==> config.mk <==
export PLATFORM = sky130hd
export DESIGN_NAME = proxy_v2_header_parser_top
export DESIGN_NICKNAME = d
export VERILOG_FILES = /design/src/rtl/pv2hp_pkg.sv /design/src/rtl/pv2hp_parse.sv /design/src/rtl/pv2hp_out.sv /design/src/rtl/proxy_v2_header_parser_top.sv
export SDC_FILE = /design/constraint.sdc
export NUM_CORES = 1
export LEC_CHECK = 0
export ABC_AREA = 0
export BUFFER_PORTS_ARGS = -buffer_cell sky130_fd_sc_hd__buf_2
export CORE_MARGIN = 4
export CORE_UTILIZATION = 40
export CTS_CLUSTER_SIZE = 20
export DETAILED_ROUTE_END_ITERATION = 7
export PLACE_DENSITY_LB_ADDON = 0.08
export SETUP_SLACK_MARGIN = 0.5
export SLEW_MARGIN = 20
export SYNTH_ARGS = -nofsm -noshare
export SYNTH_HDL_FRONTEND = slang
export SYNTH_SLANG_ARGS = --single-unit
==> constraint.sdc <==
create_clock -name clk_i -period 35.8 [get_ports clk_i]
set_clock_uncertainty 0.1 [all_clocks]
set_input_delay 1.79 -clock clk_i [delete_from_list [all_inputs] [get_ports clk_i]]
set_output_delay 1.79 -clock clk_i [all_outputs]
set_load 0.03 [all_outputs]
==> src/rtl/pv2hp_pkg.sv <==
// Types, constants and helpers for the PROXY v2 header parser.
// No dependencies; imported by every module of the block.
package pv2hp_pkg;

  localparam int unsigned IdxW   = 17;
  localparam int unsigned SigLen = 12;

  localparam logic [IdxW-1:0] IDX_MAX   = '1;
  localparam logic [IdxW-1:0] FIXED_LEN = IdxW'(16);

  localparam logic [7:0] VERCMD_PROXY = 8'h21;
  localparam logic [7:0] FAM_V4_TCP   = 8'h11;
  localparam logic [7:0] FAM_V4_UDP   = 8'h12;
  localparam logic [7:0] FAM_V6_TCP   = 8'h21;
  localparam logic [7:0] FAM_V6_UDP   = 8'h22;

  localparam logic [7:0] SIG_BYTES [SigLen] = '{
    8'h0D, 8'h0A, 8'h0D, 8'h0A, 8'h00, 8'h0D,
    8'h0A, 8'h51, 8'h55, 8'h49, 8'h54, 8'h0A
  };

  typedef enum logic [2:0] {
    ST_OK      = 3'd0,
    ST_BAD_SIG = 3'd1,
    ST_BAD_VER = 3'd2,
    ST_BAD_FAM = 3'd3,
    ST_BAD_LEN = 3'd4,
    ST_TRUNC   = 3'd5
  } pv2hp_status_e;

  typedef struct packed {
    logic [7:0] data_byte;
    logic       last_byte;
  } pv2hp_in_t;

  typedef struct packed {
    pv2hp_status_e   status;
    logic            is_ipv6;
    logic [63:0]     src_addr_hi;
    logic [63:0]     src_addr_lo;
    logic [63:0]     dst_addr_hi;
    logic [63:0]     dst_addr_lo;
    logic [15:0]     src_port_out;
    logic [15:0]     dst_port_out;
    logic [IdxW-1:0] header_length;
  } pv2hp_out_t;

  function automatic logic is_fam_v4(input logic [7:0] f);
    return (f == FAM_V4_TCP) || (f == FAM_V4_UDP);
  endfunction

  function automatic logic is_fam_v6(input logic [7:0] f);
    return (f == FAM_V6_TCP) || (f == FAM_V6_UDP);
  endfunction

endpackage

==> src/rtl/pv2hp_parse.sv <==
// Per-packet parse state and the byte decode: signature, version, family,
// length and address capture. Depends on pv2hp_pkg.
module pv2hp_parse import pv2hp_pkg::*; (
  input  logic       clk_i,
  input  logic       rst_ni,
  input  logic       step_i,
  input  pv2hp_in_t  byte_i,
  output logic       res_valid_o,
  output pv2hp_out_t res_o
);

  logic [IdxW-1:0] idx_q, idx_d;
  logic            sent_q, sent_d;
  logic [7:0]      fam_q, fam_d;
  logic [15:0]     rlen_q, rlen_d;
  logic [63:0]     src_hi_q, src_hi_d, src_lo_q, src_lo_d;
  logic [63:0]     dst_hi_q, dst_hi_d, dst_lo_q, dst_lo_d;
  logic [15:0]     sport_q, sport_d, dport_q, dport_d;
  logic            hit;
  pv2hp_status_e   st;
  logic [7:0]      b;

  assign b = byte_i.data_byte;

  always_comb begin
    idx_d    = idx_q;
    sent_d   = sent_q;
    fam_d    = fam_q;
    rlen_d   = rlen_q;
    src_hi_d = src_hi_q;
    src_lo_d = src_lo_q;
    dst_hi_d = dst_hi_q;
    dst_lo_d = dst_lo_q;
    sport_d  = sport_q;
    dport_d  = dport_q;
    hit      = 1'b0;
    st       = ST_OK;
    res_o    = '0;

    if (!sent_q) begin
      if (idx_q < IdxW'(SigLen)) begin
        if (b != SIG_BYTES[idx_q[3:0]]) begin
          hit = 1'b1;
          st  = ST_BAD_SIG;
        end
      end else if (idx_q == IdxW'(12)) begin
        if (b != VERCMD_PROXY) begin
          hit = 1'b1;
          st  = ST_BAD_VER;
        end
      end else if (idx_q == IdxW'(13)) begin
        fam_d = b;
        if (!is_fam_v4(b) && !is_fam_v6(b)) begin
          hit = 1'b1;
          st  = ST_BAD_FAM;
        end
      end else if (idx_q == IdxW'(14)) begin
        rlen_d = {b, 8'h00};
      end else if (idx_q == IdxW'(15)) begin
        rlen_d = {rlen_q[15:8], b};
        if (is_fam_v4(fam_q) ? (rlen_d < 16'd12) : (rlen_d < 16'd36)) begin
          hit = 1'b1;
          st  = ST_BAD_LEN;
        end
      end else begin
        // address block: starts at byte 16; case labels are absolute byte indices
        if (is_fam_v4(fam_q)) begin
          case (idx_q) inside
            [IdxW'(16):IdxW'(19)]: src_lo_d = {src_lo_q[55:0], b};
            [IdxW'(20):IdxW'(23)]: dst_lo_d = {dst_lo_q[55:0], b};
            [IdxW'(24):IdxW'(25)]: sport_d  = {sport_q[7:0], b};
            [IdxW'(26):IdxW'(27)]: dport_d  = {dport_q[7:0], b};
            default: ;
          endcase
        end else begin
          case (idx_q) inside
            [IdxW'(16):IdxW'(23)]: src_hi_d = {src_hi_q[55:0], b};
            [IdxW'(24):IdxW'(31)]: src_lo_d = {src_lo_q[55:0], b};
            [IdxW'(32):IdxW'(39)]: dst_hi_d = {dst_hi_q[55:0], b};
            [IdxW'(40):IdxW'(47)]: dst_lo_d = {dst_lo_q[55:0], b};
            [IdxW'(48):IdxW'(49)]: sport_d  = {sport_q[7:0], b};
            [IdxW'(50):IdxW'(51)]: dport_d  = {dport_q[7:0], b};
            default: ;
          endcase
        end
        if (idx_q == (FIXED_LEN - IdxW'(1)) + {1'b0, rlen_q}) begin
          hit = 1'b1;
          st  = ST_OK;
        end
      end

      if (!hit && byte_i.last_byte) begin
        hit = 1'b1;
        st  = ST_TRUNC;
      end
      sent_d = hit;
      if (idx_q != IDX_MAX) begin
        idx_d = idx_q + IdxW'(1);
      end
    end

    res_o.status = st;
    if (st == ST_OK) begin
      res_o.is_ipv6       = is_fam_v6(fam_d);
      res_o.src_addr_hi   = src_hi_d;
      res_o.src_addr_lo   = src_lo_d;
      res_o.dst_addr_hi   = dst_hi_d;
      res_o.dst_addr_lo   = dst_lo_d;
      res_o.src_port_out  = sport_d;
      res_o.dst_port_out  = dport_d;
      res_o.header_length = FIXED_LEN + {1'b0, rlen_d};
    end

    // final byte rearms for the next packet
    if (byte_i.last_byte) begin
      idx_d    = '0;
      sent_d   = 1'b0;
      fam_d    = '0;
      rlen_d   = '0;
      src_hi_d = '0;
      src_lo_d = '0;
      dst_hi_d = '0;
      dst_lo_d = '0;
      sport_d  = '0;
      dport_d  = '0;
    end
  end

  assign res_valid_o = step_i && hit;

  always_ff @(posedge clk_i or negedge rst_ni) begin
    if (!rst_ni) begin
      idx_q    <= '0;
      sent_q   <= 1'b0;
      fam_q    <= '0;
      rlen_q   <= '0;
      src_hi_q <= '0;
      src_lo_q <= '0;
      dst_hi_q <= '0;
      dst_lo_q <= '0;
      sport_q  <= '0;
      dport_q  <= '0;
    end else if (step_i) begin
      idx_q    <= idx_d;
      sent_q   <= sent_d;
      fam_q    <= fam_d;
      rlen_q   <= rlen_d;
      src_hi_q <= src_hi_d;
      src_lo_q <= src_lo_d;
      dst_hi_q <= dst_hi_d;
      dst_lo_q <= dst_lo_d;
      sport_q  <= sport_d;
      dport_q  <= dport_d;
    end
  end

  // once a packet has reported, nothing more until its final byte
  a_one_result: assert property (@(posedge clk_i) disable iff (!rst_ni)
    step_i && sent_q && !byte_i.last_byte |-> !res_valid_o)
    else $error("second result within one packet");

  a_err_zero: assert property (@(posedge clk_i) disable iff (!rst_ni)
    res_valid_o && res_o.status != ST_OK |->
      res_o.header_length == '0 && res_o.src_addr_lo == '0 && res_o.dst_port_out == '0)
    else $error("error result carries nonzero fields");

  a_idx_adv: assert property (@(posedge clk_i) disable iff (!rst_ni)
    step_i && !sent_q && !byte_i.last_byte && idx_q != IDX_MAX |=>
      idx_q == $past(idx_q) + IdxW'(1))
    else $error("byte index failed to advance");

endmodule

==> src/rtl/pv2hp_out.sv <==
// Result register toward the output channel.
// Depends on pv2hp_pkg.
module pv2hp_out import pv2hp_pkg::*; (
  input  logic       clk_i,
  input  logic       rst_ni,
  input  logic       load_i,
  input  pv2hp_out_t res_i,
  output logic       out_valid_o,
  input  logic       out_ready_i,
  output pv2hp_out_t out_data_o
);

  logic       valid_q;
  pv2hp_out_t data_q;

  always_ff @(posedge clk_i or negedge rst_ni) begin
    if (!rst_ni) begin
      valid_q <= 1'b0;
    end else if (load_i) begin
      valid_q <= 1'b1;
    end else if (out_ready_i) begin
      valid_q <= 1'b0;
    end
  end

  always_ff @(posedge clk_i) begin
    if (load_i) begin
      data_q <= res_i;
    end
  end

  assign out_valid_o = valid_q;
  assign out_data_o  = data_q;

endmodule

==> src/rtl/proxy_v2_header_parser_top.sv <==
// PROXY v2 header parser: top level with the input word register.
// Depends on pv2hp_pkg, pv2hp_parse and pv2hp_out.
//
// Input channel: one packet byte per word, last_byte set on the final byte.
// Output channel: at most one result word per packet, carrying status, the
// binary addresses and ports, and the total header length.
// A word enters the input register, is decoded against the packet state
// while it waits there, and lands in the result register when the input
// register advances; the output channel is driven from that register.
// Throughput is one byte per cycle while the output side is ready; the
// input register advances whenever the result register is empty or drained
// in the same cycle.
// When the receiver stalls with a result pending, the input register holds
// one byte and in_ready_o drops until the result is taken.
// Reset clears the packet state, so the next byte is signature byte 0.
// Bytes after a reported result are consumed silently up to the final byte,
// which rearms the parser.
module proxy_v2_header_parser_top import pv2hp_pkg::*; (
  input  logic       clk_i,
  input  logic       rst_ni,
  input  logic       in_valid_i,
  output logic       in_ready_o,
  input  pv2hp_in_t  in_data_i,
  output logic       out_valid_o,
  input  logic       out_ready_i,
  output pv2hp_out_t out_data_o
);

  logic       in_valid_q;
  pv2hp_in_t  in_data_q;
  logic       advance;
  logic       res_valid;
  pv2hp_out_t res;

  assign advance    = in_valid_q && (!out_valid_o || out_ready_i);
  assign in_ready_o = !in_valid_q || advance;

  always_ff @(posedge clk_i or negedge rst_ni) begin
    if (!rst_ni) begin
      in_valid_q <= 1'b0;
    end else if (in_ready_o) begin
      in_valid_q <= in_valid_i;
    end
  end

  always_ff @(posedge clk_i) begin
    if (in_valid_i && in_ready_o) begin
      in_data_q <= in_data_i;
    end
  end

  pv2hp_parse u_parse (
    .clk_i       (clk_i),
    .rst_ni      (rst_ni),
    .step_i      (advance),
    .byte_i      (in_data_q),
    .res_valid_o (res_valid),
    .res_o       (res)
  );

  pv2hp_out u_out (
    .clk_i       (clk_i),
    .rst_ni      (rst_ni),
    .load_i      (res_valid),
    .res_i       (res),
    .out_valid_o (out_valid_o),
    .out_ready_i (out_ready_i),
    .out_data_o  (out_data_o)
  );

endmodule
# [Word level (Yosys, flattened, before mapping)]
# Memory sizes are Yosys's and may differ from the RTL's.
# Cells that the tools add are included.
[totals] out_inout_bits=311 register_bits=650 mem_bits_ro=128 inputBits=13 n_memories=1 wordCells=221
[mem_list] name="(no name shown)" words=16 width=8 read_ports=1 rd_clocked_by_memory_dff=0 wr=0 line_no="pv2hp_parse.sv:42" rtl="if (b != SIG_BYTES[idx_q[3:0]]) begin"
[classes] n_eq_ne=17 magnitude_cmp=21 bitwise=1 addsub=3 reduce_logical=30 mux=125
[op_table] op="2-to-1 mux 64 bit" count=45
[op_table] op="2-to-1 mux 16 bit" count=40
[op_table] op="less-or-equal comparator 17 x 5 -> 1 bit, second input constant" count=5
[op_table] op="== test 17 x 4 -> 1 bit, second input constant" count=4
[op_table] op="greater-or-equal comparator 17 x 5 -> 1 bit, second input constant" count=4
[op_table] op="greater-or-equal comparator 17 x 6 -> 1 bit, second input constant" count=4
[op_table] op="less-or-equal comparator 17 x 6 -> 1 bit, second input constant" count=4
[op_table] op="2-to-1 mux 8 bit" count=8
[op_table] op="2-to-1 mux 17 bit" count=3
[op_table] op="== test 8 x 5 -> 1 bit, second input constant" count=4
[op_table] op="== test 8 x 6 -> 1 bit, second input constant" count=4
[op_table] op="2-to-1 mux 3 bit" count=8
[op_table] op="2-to-1 mux 1 bit" count=19
[op_table] op="adder 17 x 1 -> 17 bit, second input constant" count=1
[op_table] op="adder 4 x 16 -> 17 bit, first input constant" count=1
[op_table] op="adder 5 x 16 -> 17 bit, first input constant" count=1
[op_table] op="== test 17 bit" count=1
[op_table] op="less-than comparator 17 x 4 -> 1 bit, second input constant" count=1
[op_table] op="!= test 17 bit, second input constant" count=1
[op_table] op="less-than comparator 16 x 4 -> 1 bit, second input constant" count=1
[op_table] op="less-than comparator 16 x 6 -> 1 bit, second input constant" count=1
[op_table] op="logical AND 1 bit" count=15
[op_table] op="!= test 8 x 6 -> 1 bit, second input constant" count=1
[op_table] op="!= test 8 bit" count=1
[op_table] op="9 further kinds" count=20

# [Depth between registers and ports, before layout]
# Gate-level depths: netlist of run 1.
[logic_depth] ltp_word=16 depth_mapped=14 depth_no_buf=11

# [By module]
# Synthesis of run 1 repeated with hierarchy kept, for this count alone.
[hier_totals] cells_unflattened=2438 area_unflattened_um2=29363.2
[modules_own_cells] mod="pv2hp_parse" instances=1 area_per_inst_um2=19706.4 cells_each=2111 seq_area_each_um2=8257.9
[modules_own_cells] mod="pv2hp_out" instances=1 area_per_inst_um2=9315.2 cells_each=312 seq_area_each_um2=9303.9
[modules_own_cells] mod="proxy_v2_header_parser_top" instances=1 area_per_inst_um2=341.6 cells_each=15 seq_area_each_um2=295.3

# [Worst setup path after synthesis of run 1]
# No wires, ideal clock.
[synth_path] path_kind="in2reg" from="in out_ready_i" to="reg u_out.data_q, in the netlist u_out.out_data_o[0] (enable)" required_ps=34263 path_stages=5 arrival_ps=25109 setup_time_ps=1437 slack_ps=9155 path_buffers=2 cell_sequence="nand2b_1 -> nand2_1 -> clkbuf_1 -> clkbuf_1 -> a211oi_1"
[synth_between] elab_chain_len=3
[synth_rtl] element="from (decl)" line_no="proxy_v2_header_parser_top.sv:25" rtl="input logic out_ready_i,"
[synth_rtl] element="logical OR 1 bit" line_no="proxy_v2_header_parser_top.sv:35" rtl="assign advance = in_valid_q && (!out_valid_o || out_ready_i);"
[synth_rtl] element="logical AND 1 bit" line_no="proxy_v2_header_parser_top.sv:35"
[synth_rtl] element="logical AND 1 bit" line_no="pv2hp_parse.sv:129" rtl="assign res_valid_o = step_i && hit;"
[synth_rtl] element="named net res_valid" line_no="proxy_v2_header_parser_top.sv:32" rtl="logic res_valid;"
[synth_rtl] element="to (signal assigned)" line_no="pv2hp_out.sv:28" rtl="data_q <= res_i;"
[synth_rtl] element="to (decl)" line_no="pv2hp_out.sv:14" rtl="pv2hp_out_t data_q;"
# The timed path passes the listed nets, and every way through them passes these cells.
# A chain may end at the register's enable or synchronous reset.

# [Worst setup path in the final report of run 1]
[layout_path] from="reg u_parse.idx_q[0]" to="reg u_out.data_q, in the netlist u_out.out_data_o[278] (enable)"
[layout_between] elab_chain_len=13 elab_cells_between_ends=24 cone_classes="order compare (1); eq/ne (6); mux (12); bitwise (1); reduce/logical (3); memory (1)"
[layout_rtl] element="from (decl)" line_no="pv2hp_parse.sv:12" rtl="logic [IdxW-1:0] idx_q, idx_d;"
[layout_rtl] element="from (signal assigned)" line_no="pv2hp_parse.sv:144" rtl="idx_q <= idx_d;"
[layout_rtl] element="inverter 4 -> 5 bit (implied by the code) or == test 17 bit (tied branches)" line_no="pv2hp_parse.sv:42, pv2hp_parse.sv:86"
[layout_rtl] element="memory (16 x 8 bit) or 2-to-1 mux 1 bit (tied branches)"
[layout_rtl] element="2-to-1 mux 8 bit (implied by the code) or 2-to-1 mux 1 bit (tied branches)" line_no="pv2hp_parse.sv:42, pv2hp_parse.sv:59"
[layout_rtl] element="2-to-1 mux 8 bit (implied by the code) or 2-to-1 mux 1 bit (tied branches)" line_no="pv2hp_parse.sv:42, pv2hp_parse.sv:57"
[layout_rtl] element="!= test 8 bit or 2-to-1 mux 1 bit (tied branches)" line_no="pv2hp_parse.sv:42, pv2hp_parse.sv:51"
[layout_rtl] element="2-to-1 mux 1 bit (on tied branches)" line_no="pv2hp_parse.sv:42, pv2hp_parse.sv:46"
[layout_rtl] element="2-to-1 mux 1 bit *" line_no="pv2hp_parse.sv:41" rtl="if (idx_q < IdxW'(SigLen)) begin"
[layout_rtl] element="2-to-1 mux 1 bit *" line_no="pv2hp_parse.sv:40" rtl="if (!sent_q) begin"
[layout_rtl] element="zero test 1 bit" line_no="pv2hp_parse.sv:92" rtl="if (!hit && byte_i.last_byte) begin"
[layout_rtl] element="logical AND 1 bit" line_no="pv2hp_parse.sv:92"
[layout_rtl] element="2-to-1 mux 1 bit *" line_no="pv2hp_parse.sv:92"
[layout_rtl] element="2-to-1 mux 1 bit *" line_no="pv2hp_parse.sv:40"
[layout_rtl] element="logical AND 1 bit *" line_no="pv2hp_parse.sv:129"
[layout_rtl] element="named net res_valid" line_no="proxy_v2_header_parser_top.sv:32"
# The timed path passes the listed nets; every way through them passes the cells marked *. The select of a mux whose other input is x is not followed.

==> results.json, run 1 <==
{
  "num_rows": 101,
  "fp.dieH_um": 286.7,
  "portBuffers": 323,
  "clkTransAtPathRegs_ns": 0.06,
  "r2r-end": "u_out.out_data_o[278]",
  "syn_nets": 3078,
  "synth.area.top_cells": "edfxtp_1 31%, dfrtp_1 27%, nand2_1 10%",
  "root_buffer": "clkbuf_16",
  "synth_cells": 3057,
  "numCtsBuffers": 76,
  "crit_start": "u_parse.idx_q[0]",
  "setup_viol": 0,
  "post_cts_buffers": 0,
  "start_kind": "flip-flop",
  "synth_ff_type": "dfrtp_1",
  "antennaDiodeCount": 0,
  "rsz0062_at_grt": "false",
  "worst_pin_slew_ns": 1.223,
  "stdcell_area_mm2": 0.03567,
  "clockBufferDepth": 3,
  "ys_seq_area_frac": 0.5749,
  "die_w_um": 286.7,
  "drc": 0,
  "grt_antenna_before_repair": 1,
  "slowest_stage": "dfrtp_1",
  "gp_congestion": 0.8020,
  "crit_path_end_kind": "flip-flop",
  "drv_cap": 0,
  "crit_family": "buffers and inverters",
  "numClockSinks": 650,
  "crit_buf_inv": 2,
  "area_growth_pct": 14.83,
  "vias": 23760,
  "critPathKind": "flip-flop to flip-flop",
  "io-pin-count": 324,
  "reg2reg_slack_ns": 30.51,
  "critical_path.cell_chain": "ha_1 > ha_1 > nor2_1 > a211oi_1 > a2111oi_0 > a41oi_1 > o31ai_4 > nor2b_1 > a211oi_4 > buf_4 > buf_12",
  "yosys_warnings": 0,
  "synth_enable_flop_cells": 318,
  "maxSlewViolCount": 0,
  "worst-path-stages": 11,
  "path_common_cell": "ha_1",
  "p_leak_nw": 13.79,
  "firstDrtPassIters": 6,
  "wire_per_inst_um": 21.56,
  "ant_nets": 0,
  "netlist_area_mm2": 0.03106,
  "grt_overflow": 0,
  "yosysTopAreaCellShare": 0.3074,
  "p_per_area_mw_per_mm2": 74.16,
  "start_util": 0.4063,
  "die-area_mm2": 0.08217,
  "grt_max_degree": 175,
  "critPathArrivalTime_ns": 5.41,
  "critical_path.max_fanout": 163,
  "viasPerCell": 5.460,
  "finalWirelength_mm": 93.83,
  "hold_viol": 0,
  "cp_slowest_stage_delay_ns": 0.75,
  "synthArstFlopShare": 0.5108,
  "fillers": 7170,
  "synth_cell_types": 77,
  "slew_headroom": 0.1849,
  "core_area_mm2": 0.07645,
  "drive_gt1_frac": 0.2128,
  "initialDrtViolationCount": 1852,
  "grtUsageTotal": 0.2231,
  "h-tree-depth": 3,
  "yosys-top-cells-count": "839 x nand2_1, 332 x dfrtp_1, 318 x edfxtp_1",
  "place_hpwl_mm": 56.61,
  "min_period_ns": 5.288,
  "fin_crit_sh": 0.1477,
  "placed_area_mm2": 0.03325,
  "final_net_count": 3282,
  "cts_resized": 0,
  "synth.most_common_cell": "nand2_1",
  "r2r_cells": 11,
  "synth-seq-cells": 650,
  "grt_pass1_vias": 22800,
  "synth.avg_cell_area_um2": 10.16,
  "clock.fmax_mhz": 189.1,
  "r2r-start": "u_parse.idx_q[0]",
  "yosysTopAreaCell": "edfxtp_1",
  "holdBufCountCts": 0,
  "clk_latency_ns": 0.61,
  "hold_path_class": "flip-flop to flip-flop",
  "status": "finished, final reports clean",
  "tns_ns": 0,
  "cts_tree": "built",
  "cp.required_ns": 35.92,
  "irDropWorstVdd_mv": 0.03185,
  "crit_path_end": "u_out.out_data_o[278]",
  "grt_pass1_wl_mm": 144.1
}
[metrics by stage]
step	setup WS (ns)	hold WS [ns]	instances	utilization	total power [W]
after global placement	30.41	0.3550	4211	0.4345	0.001882
after CTS	30.42	0.3802	4352	0.4664	0.002674
after floorplan	9.155	0.3418	3057	-	0.001733
after global routing	30.17	0.4008	4352	0.4665	0.002812
after detailed placement	30.41	0.3671	4213	0.4349	0.001907
final	30.51	0.3745	4352	0.4665	0.002645
[flip-flops by register name (all words and copies together) (netlist names), 16 cells and up]
signal / flops
u_parse.rlen_q: 16
u_parse.src_lo_q: 64
u_parse.dport_q: 16
u_out.out_data_o: 309
u_parse.dst_lo_q: 64
u_parse.dst_hi_q: 64
u_parse.idx_q: 17
u_parse.sport_q: 16
u_parse.src_hi_q: 64
[worst reg2reg max path, delay by kind of cell (launching register included)]
kind            cells  cell delay, ns
flops               1            0.75
simple gates        2            0.28
compound gates      5            1.10
buf+inv             2            1.43
fa+ha+maj           2            0.83
[logic make-up after synthesis]
family / after synthesis / synth area share
AO/OA/AOI/OAI: 989 / 0.2163
XOR/XNOR: 40 / 0.01128
adder cells (fa/ha/maj): 8 / 0.003223
buffers and inverters: 250 / 0.03875
flip-flops: 650 / 0.5749
multiplexers: 13 / 0.004189
AND/OR/NAND/NOR: 1107 / 0.1513
[report_power, final]
part | internal, W | total [W] | leakage (nW) | switching [W]
sequential | 0.00103 | 0.00122 | 7.42 | 0.000188
combinational | 0.000232 | 0.000668 | 5.19 | 0.000436
clock | 0.000443 | 0.000757 | 1.17 | 0.000314
total | 0.00171 | 0.00265 | 13.8 | 0.000939
[area by class of cell]
class                      instances  area (µm²)  area share
sequential                       650       17860      0.5006
multi-input combinational       2157       12060      0.3382
clock buffer                     115        2180     0.06111
timing repair buffer             362        1996     0.05595
tap                             1030        1289     0.03613
clock inverter                    24       230.2    0.006455
inverter                          14       52.55    0.001473
[cell usage in the layout (no fill, tap or decap), types with 30 or more instances in the layout]
cell	synthesis	layout
o21ai_0	249	249
a21oi_1	124	124
buf_4	5	30
nand2_1	839	838
o21ai_1	61	61
a21boi_0	246	246
edfxtp_1	318	318
dfrtp_1	332	332
clkbuf_16	0	77
a21oi_2	210	210
buf_2	51	322
nor2_1	77	75
[per-layer routing]
layer	global-route usage	vias up	wire, µm
met5	0	-	0
met4	0.04880	0	1683
met3	0.03447	103	5026
met2	0.3584	665	44830
met1	0.3213	11890	42290
li1	-	11110	-
[worst min-delay path by stage]
stage,cells past startpoint,slack (ns),startpoint,to
floorplan,2,0.34,u_parse.sport_q[15],u_parse.sport_q[15]
global placement,2,0.35,u_parse.dport_q[10],u_parse.dport_q[10]
detailed placement,2,0.37,u_parse.dport_q[9],u_parse.dport_q[9]
CTS,2,0.38,u_parse.dport_q[9],u_parse.dport_q[9]
global route,2,0.40,u_parse.dport_q[9],u_parse.dport_q[9]
finish,2,0.37,u_parse.dport_q[11],u_parse.dport_q[11]
Power figures use the tool's default switching activity.
==> run 2, diff against run 1 <==
- clock period: 35.8 -> 5.2 ns (I/O delays scaled with it)
==> run 2 against run 1 <==
  * Sequential power rose to 6.9 times the previous value
  * Setup slack worse by 30 ns
  * Highest routed layer unchanged
  * Critical endpoint is now u_out.out_data_o[12]
  * Via count is 0.20% lower
  * Largest cell class unchanged
  * Cell count grew 0.64%
  * Worst hold slack worse by 0.27 ns
  * Die area stayed put
  * First-iteration DRC count grew 6.2%
  * Flip-flop and latch count unchanged
  * Global-route usage decreased by 0.33 points
  * Fmax grew 25%
==> results.json, run 2 (synthesized netlist as in run 1, its figures left out) <==
{
  "die_w_um": 286.7,
  "drc": 0,
  "cts_resized": 0,
  "placed_area_mm2": 0.03348,
  "grt_pass1_vias": 23100,
  "fin_crit_sh": 0.8126,
  "portBuffers": 323,
  "die-area_mm2": 0.08217,
  "hold_viol": 0,
  "grt_pass1_wl_mm": 142.3,
  "area_growth_pct": 15.63,
  "crit_family": "compound AO/OA/AOI/OAI gates",
  "drive_gt1_frac": 0.2170,
  "grt_antenna_before_repair": 3,
  "clockBufferDepth": 3,
  "crit_path_end_kind": "flip-flop",
  "final_net_count": 3308,
  "worst_pin_slew_ns": 1.144,
  "antennaDiodeCount": 0,
  "gp_congestion": 0.8520,
  "hold_path_class": "input port to asynchronous set/reset pin",
  "cp.required_ns": 5.34,
  "critPathArrivalTime_ns": 4.37,
  "irDropWorstVdd_mv": 0.2225,
  "grtUsageTotal": 0.2197,
  "critPathKind": "flip-flop to flip-flop",
  "p_leak_nw": 13.89,
  "critical_path.max_fanout": 47,
  "rsz0062_at_grt": "false",
  "status": "finished, final reports clean",
  "reg2reg_slack_ns": 0.97,
  "initialDrtViolationCount": 1967,
  "multi_input_area_mm2": 0.01213,
  "root_buffer": "clkbuf_16",
  "grt_max_degree": 127,
  "vias": 23720,
  "wire_per_inst_um": 21.04,
  "fin_cells": 4380,
  "grt_overflow": 0,
  "h-tree-depth": 3,
  "post_cts_buffers": 0,
  "drv_cap": 0,
  "slowest_stage": "dfrtp_1",
  "final_cell_mix": "838 x nand2_1, 332 x dfrtp_1, 322 x buf_2",
  "path_common_cell": "ha_1",
  "stdcell_area_mm2": 0.03592,
  "ant_nets": 0,
  "numCtsBuffers": 75,
  "min_period_ns": 4.225,
  "num_rows": 101,
  "largest_reg_flops": 309,
  "clock.fmax_mhz": 236.7,
  "setup_viol": 0,
  "critical_path.cell_chain": "ha_1 > ha_1 > nor2_1 > a211oi_1 > a2111oi_0 > a41oi_2 > o31ai_4 > nor2b_4 > a211oi_4 > buf_12 > buf_4",
  "fin_hold_ws_ns": 0.1037,
  "slew_headroom": 0.2374,
  "cp_slowest_stage_delay_ns": 0.75,
  "io-pin-count": 324,
  "clk_latency_ns": 0.61,
  "start_kind": "flip-flop",
  "fin_util": 0.4698,
  "finalWirelength_mm": 92.16,
  "worst-path-stages": 11,
  "cts_tree": "built",
  "crit_buf_inv": 2,
  "seq_area_mm2": 0.01786,
  "final_common_cell": "nand2_1",
  "maxSlewViolCount": 0,
  "p_per_area_mw_per_mm2": 501.5,
  "start_util": 0.4063,
  "firstDrtPassIters": 5,
  "fillers": 7096,
  "fp.dieH_um": 286.7,
  "dpl.cell_count": 4227,
  "core_area_mm2": 0.07645,
  "clkTransAtPathRegs_ns": 0.06,
  "viasPerCell": 5.415,
  "place_hpwl_mm": 57.48,
  "r2r_cells": 11,
  "numClockSinks": 650
}
## run 2: cell count changes in the layout (fill, tap and decap cells not counted), sizes merged
| cell | delta |
|---|---|
| bufinv | -3 |
| clkinv | +4 |
| clkbuf | -1 |
| inv | +1 |
| dlygate4sd3 | +13 |
| buf | +14 |
## run 2: power by group
| part | switching, W | internal, W | leakage [nW] |
|---|---|---|---|
| logic | 0.00297 | 0.00164 | 5.34 |
| registers | 0.00129 | 0.00709 | 7.42 |
| clock network | 0.00215 | 0.00286 | 1.12 |
## run 2: cell type report
cell class / count / area share
clock inverter: 26 / 0.004529
inverter: 14 / 0.001463
tap: 1030 / 0.03588
sequential: 650 / 0.4972
multi-input combinational: 2157 / 0.3377
clock buffer: 114 / 0.05978
timing repair buffer: 389 / 0.06347
## run 2: worst register-to-register path, cell delays in order, from the launching register on
cell and delay (ns):
dfrtp_1 0.75, ha_1 0.57, ha_1 0.29, nor2_1 0.06
a211oi_1 0.22, a2111oi_0 0.13, a41oi_2 0.31, o31ai_4 0.10
nor2b_4 0.18, a211oi_4 0.32, buf_12 0.32, buf_4 0.50
## run 2: path summary, 6_finish.rpt
| check | endpoint | start |
|---|---|---|
| min | u_parse.dport_q[8] | rst_ni |
| max reg2reg | u_out.out_data_o[12] | u_parse.idx_q[0] |
| min reg2reg | u_parse.dport_q[12] | u_parse.dport_q[12] |
| max in group asynchronous | u_parse.src_lo_q[22] | rst_ni |
| max | u_out.out_data_o[12] | u_parse.idx_q[0] |
| min in group clk_i | in_data_q[1] | in_data_i[1] |
## run 2: timing repair
item	4_1_cts	5_1_grt
hold buffers	13	0
endpoints found under the hold margin	85	0
setup endpoints to repair	0	0
## run 2: metrics by stage
step	TNS [ns]	setup slack (ns)	total power [W]
global placement	0	1.092	0.01295
detailed placement	0	1.020	0.01311
floorplan	-1614.87	-5.226	0.01177
global route	0	0.7299	0.01915
finish	0	0.9746	0.01801
CTS	0	1.016	0.01820
## run 2: per-layer routing
metal,share of wire,vias to the layer above,track usage
li1,-,11170,-
met1,0.44,11810,0.3028
met2,0.48,602,0.3579
met3,0.052,138,0.03582
met4,0.028,0,0.06792
met5,0,-,0
==> run 3, diff against run 2 <==
- clock period: 5.2 -> 3.4 ns (I/O delays scaled with it)
==> run 3 against run 2 <==
  * Global-route usage increased by 3.1 points
  * Critical endpoint is now u_out.out_data_o[68]
  * Count of clock-buffer cells in the layout shrank 6
  * Highest routed layer unchanged
  * Largest cell class unchanged
  * Sequential power up 56%
  * Non-clock buffer count grew 335
  * Core utilization is 11 points higher
  * Fmax up 31%
==> results.json, run 3 (synthesized netlist as in run 1, its figures left out) <==
{
  "io-pin-count": 324,
  "wire_per_inst_um": 23.99,
  "dp_slack_ns": 0.05793,
  "tns_ns": 0,
  "place_hpwl_mm": 61.79,
  "clock.fmax_mhz": 310.4,
  "status": "finished, final reports clean",
  "multi_input_area_mm2": 0.01445,
  "final_common_cell": "nand2_1",
  "setup_viol": 0,
  "grt_overflow": 0,
  "h-tree-depth": 3,
  "r2r-start": "u_parse.idx_q[0]",
  "grt_pass1_wl_mm": 160.1,
  "viasPerCell": 5.630,
  "ant_nets": 0,
  "cp.required_ns": 3.68,
  "crit_path_end_kind": "flip-flop",
  "clk_latency_ns": 0.61,
  "hold_viol": 0,
  "antennaDiodeCount": 0,
  "firstDrtPassIters": 5,
  "critical_path.max_fanout": 7,
  "grt_antenna_before_repair": 0,
  "clkTransAtPathRegs_ns": 0.06,
  "rsz0062_at_grt": "true",
  "critPathKind": "flip-flop to flip-flop",
  "p_per_area_mw_per_mm2": 719.8,
  "finalWirelength_mm": 113.2,
  "grt_pass1_vias": 25320,
  "start_kind": "flip-flop",
  "p_leak_nw": 17.01,
  "setup_slack_ns": 0.1783,
  "drv_cap": 0,
  "cts_tree": "built",
  "critPathArrivalTime_ns": 3.51,
  "fin_crit_sh": 0.9476,
  "seq_area_mm2": 0.01787,
  "final_net_count": 3645,
  "irDropWorstVdd_mv": 0.4561,
  "fin_util": 0.5748,
  "largest_reg_flops": 309,
  "die_w_um": 286.7,
  "drive_gt1_frac": 0.3765,
  "area_growth_pct": 41.48,
  "initialDrtViolationCount": 2498,
  "numCtsBuffers": 76,
  "clockBufferDepth": 3,
  "min_period_ns": 3.222,
  "placed_area_mm2": 0.03455,
  "grt_max_degree": 164,
  "drc": 0,
  "hold_path_class": "input port to asynchronous set/reset pin",
  "slew_headroom": 0.2752,
  "fp.dieH_um": 286.7,
  "fillers": 6385,
  "gp_congestion": 0.8625,
  "die-area_mm2": 0.08217,
  "portBuffers": 323,
  "maxSlewViolCount": 0,
  "start_util": 0.4063,
  "grtUsageTotal": 0.2509,
  "worst_pin_slew_ns": 1.087,
  "final_cell_mix": "769 x nand2_1, 323 x buf_2, 318 x edfxtp_1, 318 x dfrtp_1, 185 x a21oi_2",
  "numClockSinks": 650,
  "core_area_mm2": 0.07645,
  "p_total_w": 0.03163,
  "crit_start": "u_parse.idx_q[0]",
  "root_buffer": "clkbuf_16",
  "stdcell_area_mm2": 0.04395,
  "num_rows": 101,
  "vias": 26560
}
==> run 3: changes by cell type in the layout (fill, tap and decap cells not counted), sizes merged <==
| cell | previous run | this run |
|---|---|---|
| nand3 | 25 | 26 |
| buf | 376 | 681 |
| clkinvlp | 1 | 3 |
| clkbuf | 114 | 137 |
| bufbuf | 0 | 1 |
| bufinv | 0 | 5 |
==> run 3: layer usage <==
metal,share of wire,routed length [µm],vias to the layer above,track usage
li1,-,-,11920,-
met1,0.42,47980,13400,0.3442
met2,0.48,54500,1076,0.4123
met3,0.067,7600,160,0.04313
met4,0.027,3084,0,0.07115
met5,0,0,-,0
==> run 3: per-stage QoR <==
step | hold WS [ns] | std cells
after global placement | 0.2349 | 4321
final | 0.1031 | 4717
after CTS | 0.1557 | 4618
after global routing | 0.1760 | 4717
after detailed placement | 0.2292 | 4321
after floorplan | -0.2256 | 3057
==> run 3: final timing paths <==
check	slack (ns)	endpoint	cells after the start
hold / removal	0.10	u_parse.dport_q[9]	2
setup / recovery	0.18	u_out.out_data_o[68]	14
min in group clk_i	0.20	in_data_q[7]	2
max in group asynchronous	2.09	u_parse.src_hi_q[52]	3
setup reg to reg	0.18	u_out.out_data_o[68]	14
hold reg to reg	0.38	u_parse.dst_lo_q[60]	2
==> run 3: timing repair <==
item / CTS / global route
resized for setup: 437 / 444
cloned: 54 / 39
pin swaps: 61 / 121
setup buffers: 89 / 60
endpoints found under the hold margin: 102 / 0
setup endpoints to repair: 918 / 911
hold buffers: 13 / 0
==> run 3: worst max-delay path: stages (launching register included) <==
cell and delay [ns]:
dfrtp_2 0.45, buf_12 0.14, ha_4 0.17, ha_4 0.17, nor3_1 0.23, a21oi_1 0.12, o21ai_2 0.27, a41oi_4 0.15
o31ai_4 0.22, nor2b_4 0.23, a211oi_4 0.09, buf_12 0.19, buf_12 0.13, clkbuf_16 0.16, clkbuf_16 0.16
==> run 3: power by group <==
group / leakage, nW / internal, W / switching [W]
logic: 8.39 / 0.00452 / 0.00581
registers: 7.40 / 0.0108 / 0.00224
clock network: 1.22 / 0.00484 / 0.00337
==> run 3: layout make-up <==
class,count,share of cell area
flip-flops and latches,650,0.4067
multi-input cells,2158,0.3287
repair buffers,724,0.1773
clock buffers,108,0.04931
well taps,1030,0.02933
clock inverters,33,0.007431
inverters,14,0.001196
